[src/trcm_pkg.sv]
// ----------------------------------------------------------------------------
// trcm_pkg
// Shared widths, types, register indexes and arithmetic helpers for the
// triangle reference coordinate map.
// ----------------------------------------------------------------------------
package trcm_pkg;

  localparam int FRAC_BITS   = 16;
  localparam int COORD_WIDTH = 32;
  localparam int DIFF_W      = COORD_WIDTH + 1;
  localparam int PROD_W      = 2 * DIFF_W;
  localparam int SUM_W       = PROD_W + 2;
  localparam int NUM_W       = SUM_W + FRAC_BITS;
  localparam int NUM_REGS    = 6;
  localparam int CFG_IDX_W   = 3;
  localparam int NUM_MUL     = 6;

  localparam logic [CFG_IDX_W-1:0] REG_C0X = 3'd0;
  localparam logic [CFG_IDX_W-1:0] REG_C0Y = 3'd1;
  localparam logic [CFG_IDX_W-1:0] REG_C1X = 3'd2;
  localparam logic [CFG_IDX_W-1:0] REG_C1Y = 3'd3;
  localparam logic [CFG_IDX_W-1:0] REG_C2X = 3'd4;
  localparam logic [CFG_IDX_W-1:0] REG_C2Y = 3'd5;

  localparam logic REQ_TO_REF  = 1'b0;
  localparam logic REQ_TO_CART = 1'b1;

  typedef logic signed [COORD_WIDTH-1:0] coord_t;
  typedef logic signed [DIFF_W-1:0]      diff_t;
  typedef logic signed [PROD_W-1:0]      prod_t;
  typedef logic signed [SUM_W-1:0]       sum_t;
  typedef logic        [SUM_W-1:0]       mag_t;
  typedef logic        [COORD_WIDTH-1:0] quo_t;

  localparam coord_t COORD_MAX = {1'b0, {(COORD_WIDTH-1){1'b1}}};
  localparam coord_t COORD_MIN = {1'b1, {(COORD_WIDTH-1){1'b0}}};
  localparam coord_t ONE_FIXED = coord_t'(1) <<< FRAC_BITS;

  typedef struct packed {
    logic val_neg;
    logic ovf;
    mag_t rem;
    quo_t nlow;
    quo_t q;
  } div_lane_t;

  typedef struct packed {
    logic      to_cart;
    logic      degen;
    mag_t      dmag;
    div_lane_t lane0;
    div_lane_t lane1;
    coord_t    res0;
    coord_t    res1;
    logic      rsat;
  } div_t;

  typedef struct packed {
    coord_t val;
    logic   clip;
  } sat_t;

  function automatic sat_t sat_coord(input sum_t v);
    sat_t r;
    r.clip = 1'b1;
    if (v > sum_t'(COORD_MAX)) begin
      r.val = COORD_MAX;
    end else if (v < sum_t'(COORD_MIN)) begin
      r.val = COORD_MIN;
    end else begin
      r.val  = v[COORD_WIDTH-1:0];
      r.clip = 1'b0;
    end
    return r;
  endfunction

  function automatic mag_t mag_abs(input sum_t v);
    sum_t n;
    n = -v;
    return v[SUM_W-1] ? mag_t'(n) : mag_t'(v);
  endfunction

  function automatic div_lane_t div_lane_init(input mag_t nmag, input mag_t dmag,
                                              input logic val_neg);
    logic [NUM_W-1:0] nfull;
    logic [NUM_W-1:0] ntop;
    div_lane_t        l;
    nfull     = {nmag, {FRAC_BITS{1'b0}}};
    ntop      = nfull >> COORD_WIDTH;
    l.val_neg = val_neg;
    l.ovf     = ntop >= NUM_W'(dmag);
    l.rem     = ntop[SUM_W-1:0];
    l.nlow    = nfull[COORD_WIDTH-1:0];
    l.q       = '0;
    return l;
  endfunction

  function automatic div_lane_t div_lane_step(input div_lane_t l, input mag_t dmag);
    logic [SUM_W:0] r2;
    logic [SUM_W:0] diff;
    logic           ge;
    div_lane_t      o;
    r2     = {l.rem, l.nlow[COORD_WIDTH-1]};
    diff   = r2 - {1'b0, dmag};
    ge     = r2 >= {1'b0, dmag};
    o      = l;
    o.rem  = ge ? diff[SUM_W-1:0] : r2[SUM_W-1:0];
    o.nlow = l.nlow << 1;
    o.q    = {l.q[COORD_WIDTH-2:0], ge};
    return o;
  endfunction

  function automatic sat_t fin_quo(input div_lane_t l);
    sat_t r;
    quo_t n;
    n      = ~l.q + quo_t'(1);
    r.clip = 1'b1;
    if (l.val_neg) begin
      if (l.ovf || (l.q > quo_t'(COORD_MIN))) begin
        r.val = COORD_MIN;
      end else begin
        r.val  = coord_t'(n);
        r.clip = 1'b0;
      end
    end else begin
      if (l.ovf || l.q[COORD_WIDTH-1]) begin
        r.val = COORD_MAX;
      end else begin
        r.val  = coord_t'(l.q);
        r.clip = 1'b0;
      end
    end
    return r;
  endfunction

endpackage

[src/trcm_div_step.sv]
// ----------------------------------------------------------------------------
// trcm_div_step
// One restoring division step for both quotient lanes, one pipeline stage.
// ----------------------------------------------------------------------------
module trcm_div_step (
  input  logic          clk,
  input  logic          rst,
  input  logic          load,
  input  logic          valid_in,
  input  trcm_pkg::div_t d_in,
  output logic          valid_out,
  output trcm_pkg::div_t d_out
);
  import trcm_pkg::*;

  div_t d_next;

  always_comb begin
    d_next       = d_in;
    d_next.lane0 = div_lane_step(d_in.lane0, d_in.dmag);
    d_next.lane1 = div_lane_step(d_in.lane1, d_in.dmag);
  end

  always_ff @(posedge clk) begin
    if (rst) begin
      valid_out <= 1'b0;
    end else if (load) begin
      valid_out <= valid_in;
    end
  end

  always_ff @(posedge clk) begin
    if (load) begin
      d_out <= d_next;
    end
  end

endmodule

[config.mk]
export PLATFORM = sky130hd
export DESIGN_NAME = trcm_div_step
export DESIGN_NICKNAME = d
export VERILOG_FILES = /design/src/trcm_pkg.sv /design/src/trcm_div_step.sv
export SDC_FILE = /design/constraint.sdc
export NUM_CORES = 1
export LEC_CHECK = 0
export ABC_CLOCK_PERIOD_IN_PS = 4180
export BUFFER_PORTS_ARGS = -buffer_cell sky130_fd_sc_hd__buf_2
export CORE_AREA = 2 2 311 313
export CTS_CLUSTER_SIZE = 12
export DETAILED_ROUTE_END_ITERATION = 10
export DIE_AREA = 0 0 313 315
export GPL_TIMING_DRIVEN = 0
export SLEW_MARGIN = 20
export SYNTH_ARGS = -nofsm -noshare
export SYNTH_HDL_FRONTEND = slang
export SYNTH_SLANG_ARGS = --single-unit
[constraint.sdc]
create_clock -name clk -period 4.18 [get_ports clk]
set_input_delay 1.045 -clock clk [delete_from_list [all_inputs] [get_ports clk]]
set_output_delay 1.045 -clock clk [all_outputs]
set_load 0.01 [all_outputs]
==> flow_summary.json <==
{
  "run_status": "completed",
  "track_usage_pct": 22.00,
  "clk_transition_reported_paths_ns": 0.06,
  "worst_hold_slack_ns": 0.4905,
  "setup_viol": 0,
  "grt_antenna_before_repair": 78,
  "critical-path-max-stage-delay_ns": 0.68,
  "cts_tree": "yes",
  "tightest_slew_ns": 0.6954,
  "level_count_of_the_clock_h_tree": 2,
  "core.rowCount": 114,
  "die_y_um": 315,
  "final_net_count": 3428,
  "clkSinkCount": 402,
  "synth_seq_area_share_pct": 54.99,
  "clk_root_buffer_cell": "clkbuf_16",
  "wl_um": 113700,
  "worst_slew_margin_rel_pct": 53.42,
  "tritoncts_buffer_count": 52,
  "number_of_top_level_pins": 811,
  "detail_route.drc_violations": 0,
  "clock_path_buffers": 3,
  "via_per_inst": 4.782,
  "cpMaxStageDelayCell": "or4b_1",
  "power_density_nw_per_um2": 433.7,
  "chipWidth_um": 313,
  "cp_cell_sequence": "buf_2 > inv_1 > ha_1 > clkbuf_1 > a21oi_2 > o21ai_0 > a221o_1 > or4b_1 > nand2_2 > o21a_1 > o21ai_0 > a21boi_1 > xor2_1 > o21ai_0",
  "timing.clock.skew_ns": 0,
  "leakagePower_nw": 12.72,
  "routed_wire_length_per_instance_um": 26.99,
  "path_class": "input port to flip-flop",
  "layout_min_cycle_time_ns": 4.115,
  "place.detailed.hpwl_um": 95330,
  "worst_hold_path_type": "flip-flop to flip-flop",
  "mappedNetlistArea_um2": 21930,
  "initial_utilization_pct": 22.92,
  "grt_pass1_wl_um": 151400,
  "nFillCells": 10030,
  "antenna_violating_nets_post_route": 0,
  "fin_crit_sh_pct": 98.45,
  "yosys_most_used_dff": "edfxtp_1",
  "syn_to_final_growth_pct": 37.09,
  "final-instance-count-excl-fill": 4212,
  "layout.cells.most_common_list": "808 x buf_2, 401 x edfxtp_1, 210 x a21oi_1",
  "commonest_non_fill_non_tap_cell_in_the_layout": "buf_2",
  "insertion_delay_ns": 0.62,
  "dpl.cell_count": 4108,
  "cts_hold_repair.buffers": 0,
  "synth_top_cell_area_share_pct": 54.90,
  "cp_num_buf_inv": 3,
  "yosysWarnings": 0,
  "synth.largest_area_cell": "edfxtp_1",
  "final_hold_viol_count": 0,
  "netlist-cell-type-count": 75,
  "worst-path-max-fanout": 7,
  "count_of_max_cap_constraint_violations": 0,
  "max_transition_viols_final": 0,
  "timing.critical_path.from_type": "input port",
  "worst_setup_path_end_kind": "flip-flop",
  "synth.area.top_cells": "edfxtp_1 55%, ha_1 7.8%, a21oi_1 5.0%, o21ai_0 3.7%, nand2_1 3.6%",
  "synthesis.area_per_instance_um2": 10.86,
  "dr.pass1.iters": 5,
  "achievable-frequency_mhz": 243.0,
  "buffer_ports.inserted": 806,
  "vias": 20140,
  "dieArea_um2": 98600,
  "path_delay_family": "compound AO/OA/AOI/OAI gates",
  "postSynth.asyncResetShare_pct": 0,
  "first_global_vias": 19510,
  "postSynthCellCount": 2020,
  "core_area_um2": 95710,
  "worst_ep_arrival_time_ns": 4.46,
  "place.gp.congestion": 0.9334,
  "grt_start_max_net_pins": 94,
  "cp.required_ns": 4.53,
  "cpMostUsedCell": "o21ai_0",
  "dr.first_iter.drc_count": 1474,
  "number_of_register_bits_inferred_by_synthesis": 402,
  "vdd.ir_drop.worst_mv": 0.3054,
  "synth_edf_count": 401,
  "grt-ovfl-total": 0,
  "final_layout_size_suffix_gt1_share_pct": 34.22
}
==> path summary, 6_finish.rpt <==
check / cells past startpoint / startpoint / slack [ns] / end
max: 14 / d_in[350] / 0.06 / d_out[303]
max reg2reg: 2 / valid_out / 3.61 / valid_out
min: 2 / valid_out / 0.49 / valid_out
min reg2reg: 2 / valid_out / 0.49 / valid_out
==> cell families (layout without fill, tap and decap cells) <==
group,Yosys count,count (layout),share of synthesized area (%)
muxes,10,10,0.5020
and+or+nand+nor,541,541,11.42
AOI/OAI and AO/OA,611,611,16.85
buffers and inverters,201,1105,3.651
DFF,402,402,54.99
other,1,13,0.01710
adders and majority gates,138,138,7.941
xor gates and xnor gates,116,116,4.632
==> through the flow <==
stage / util [%] / power (mW) / instance area (µm²) / TNS, ns / setup WS (ns)
after floorplan: - / 6.668 / 21940 / 0 / 0.1356
after global placement: 28.80 / 8.204 / 27570 / -1990.84 / -4.571
after detailed placement: 28.96 / 8.172 / 27720 / -194.39 / -1.858
after CTS: 31.24 / 13.17 / 29900 / 0 / 0.005968
after global routing: 31.39 / 13.58 / 30050 / -0.005121 / -0.005121
final: 31.42 / 13.04 / 30070 / 0 / 0.06482
==> area by class of cell <==
class	count	area [µm²]	area share, %
Multi-Input combinational cell	1418	9460	31.46
Sequential cell	402	12060	40.11
Inverter	123	464.2	1.544
Tap cell	1276	1597	5.310
Clock inverter	34	451.7	1.502
Antenna cell	11	27.53	0.09155
Buffer	65	364.1	1.211
Timing Repair Buffer	821	4282	14.24
Clock buffer	62	1360	4.523
==> flip-flops by register name, indices dropped and copies added (netlist names) <==
name and cells:
d_out 401, valid_out 1
==> synthesized netlist by cell type, types with 34 or more instances <==
cell type	number
edfxtp_1	401
o21ai_0	162
a21oi_1	220
inv_1	122
nand2_1	209
nand4_1	44
clkbuf_1	59
xor2_1	51
xnor2_1	65
nand3_1	34
ha_1	136
nor2_1	129
a21o_1	55
==> worst min-delay path, delay by kind of cell (launching register included) <==
family,cells,cell delay [ns]
and+or+nand+nor,1,0.07
muxes,1,0.06
DFF,1,0.32
==> layer usage <==
metal  track usage, %  share of wire (%)
met5                0               0.45
met4            8.460                4.6
met3            7.742                8.5
met2            39.77                 51
met1            23.38                 36
==> repair_timing <==
item / in CTS / in global routing
buffers inserted: 8 / 2
pin swaps: 8 / 9
gates resized for setup: 75 / 28
setup endpoints to repair: 137 / 119
cloned: 0 / 0
==> power breakdown <==
part,internal [mW],total (mW),leakage (nW),switching (mW)
logic,1.10,3.10,7.92,2.00
registers,4.96,5.08,3.93,0.113
clock network,2.90,4.86,0.868,1.96
total,8.97,13.0,12.7,4.07
Note: power is estimated with default switching activity, not from simulation.
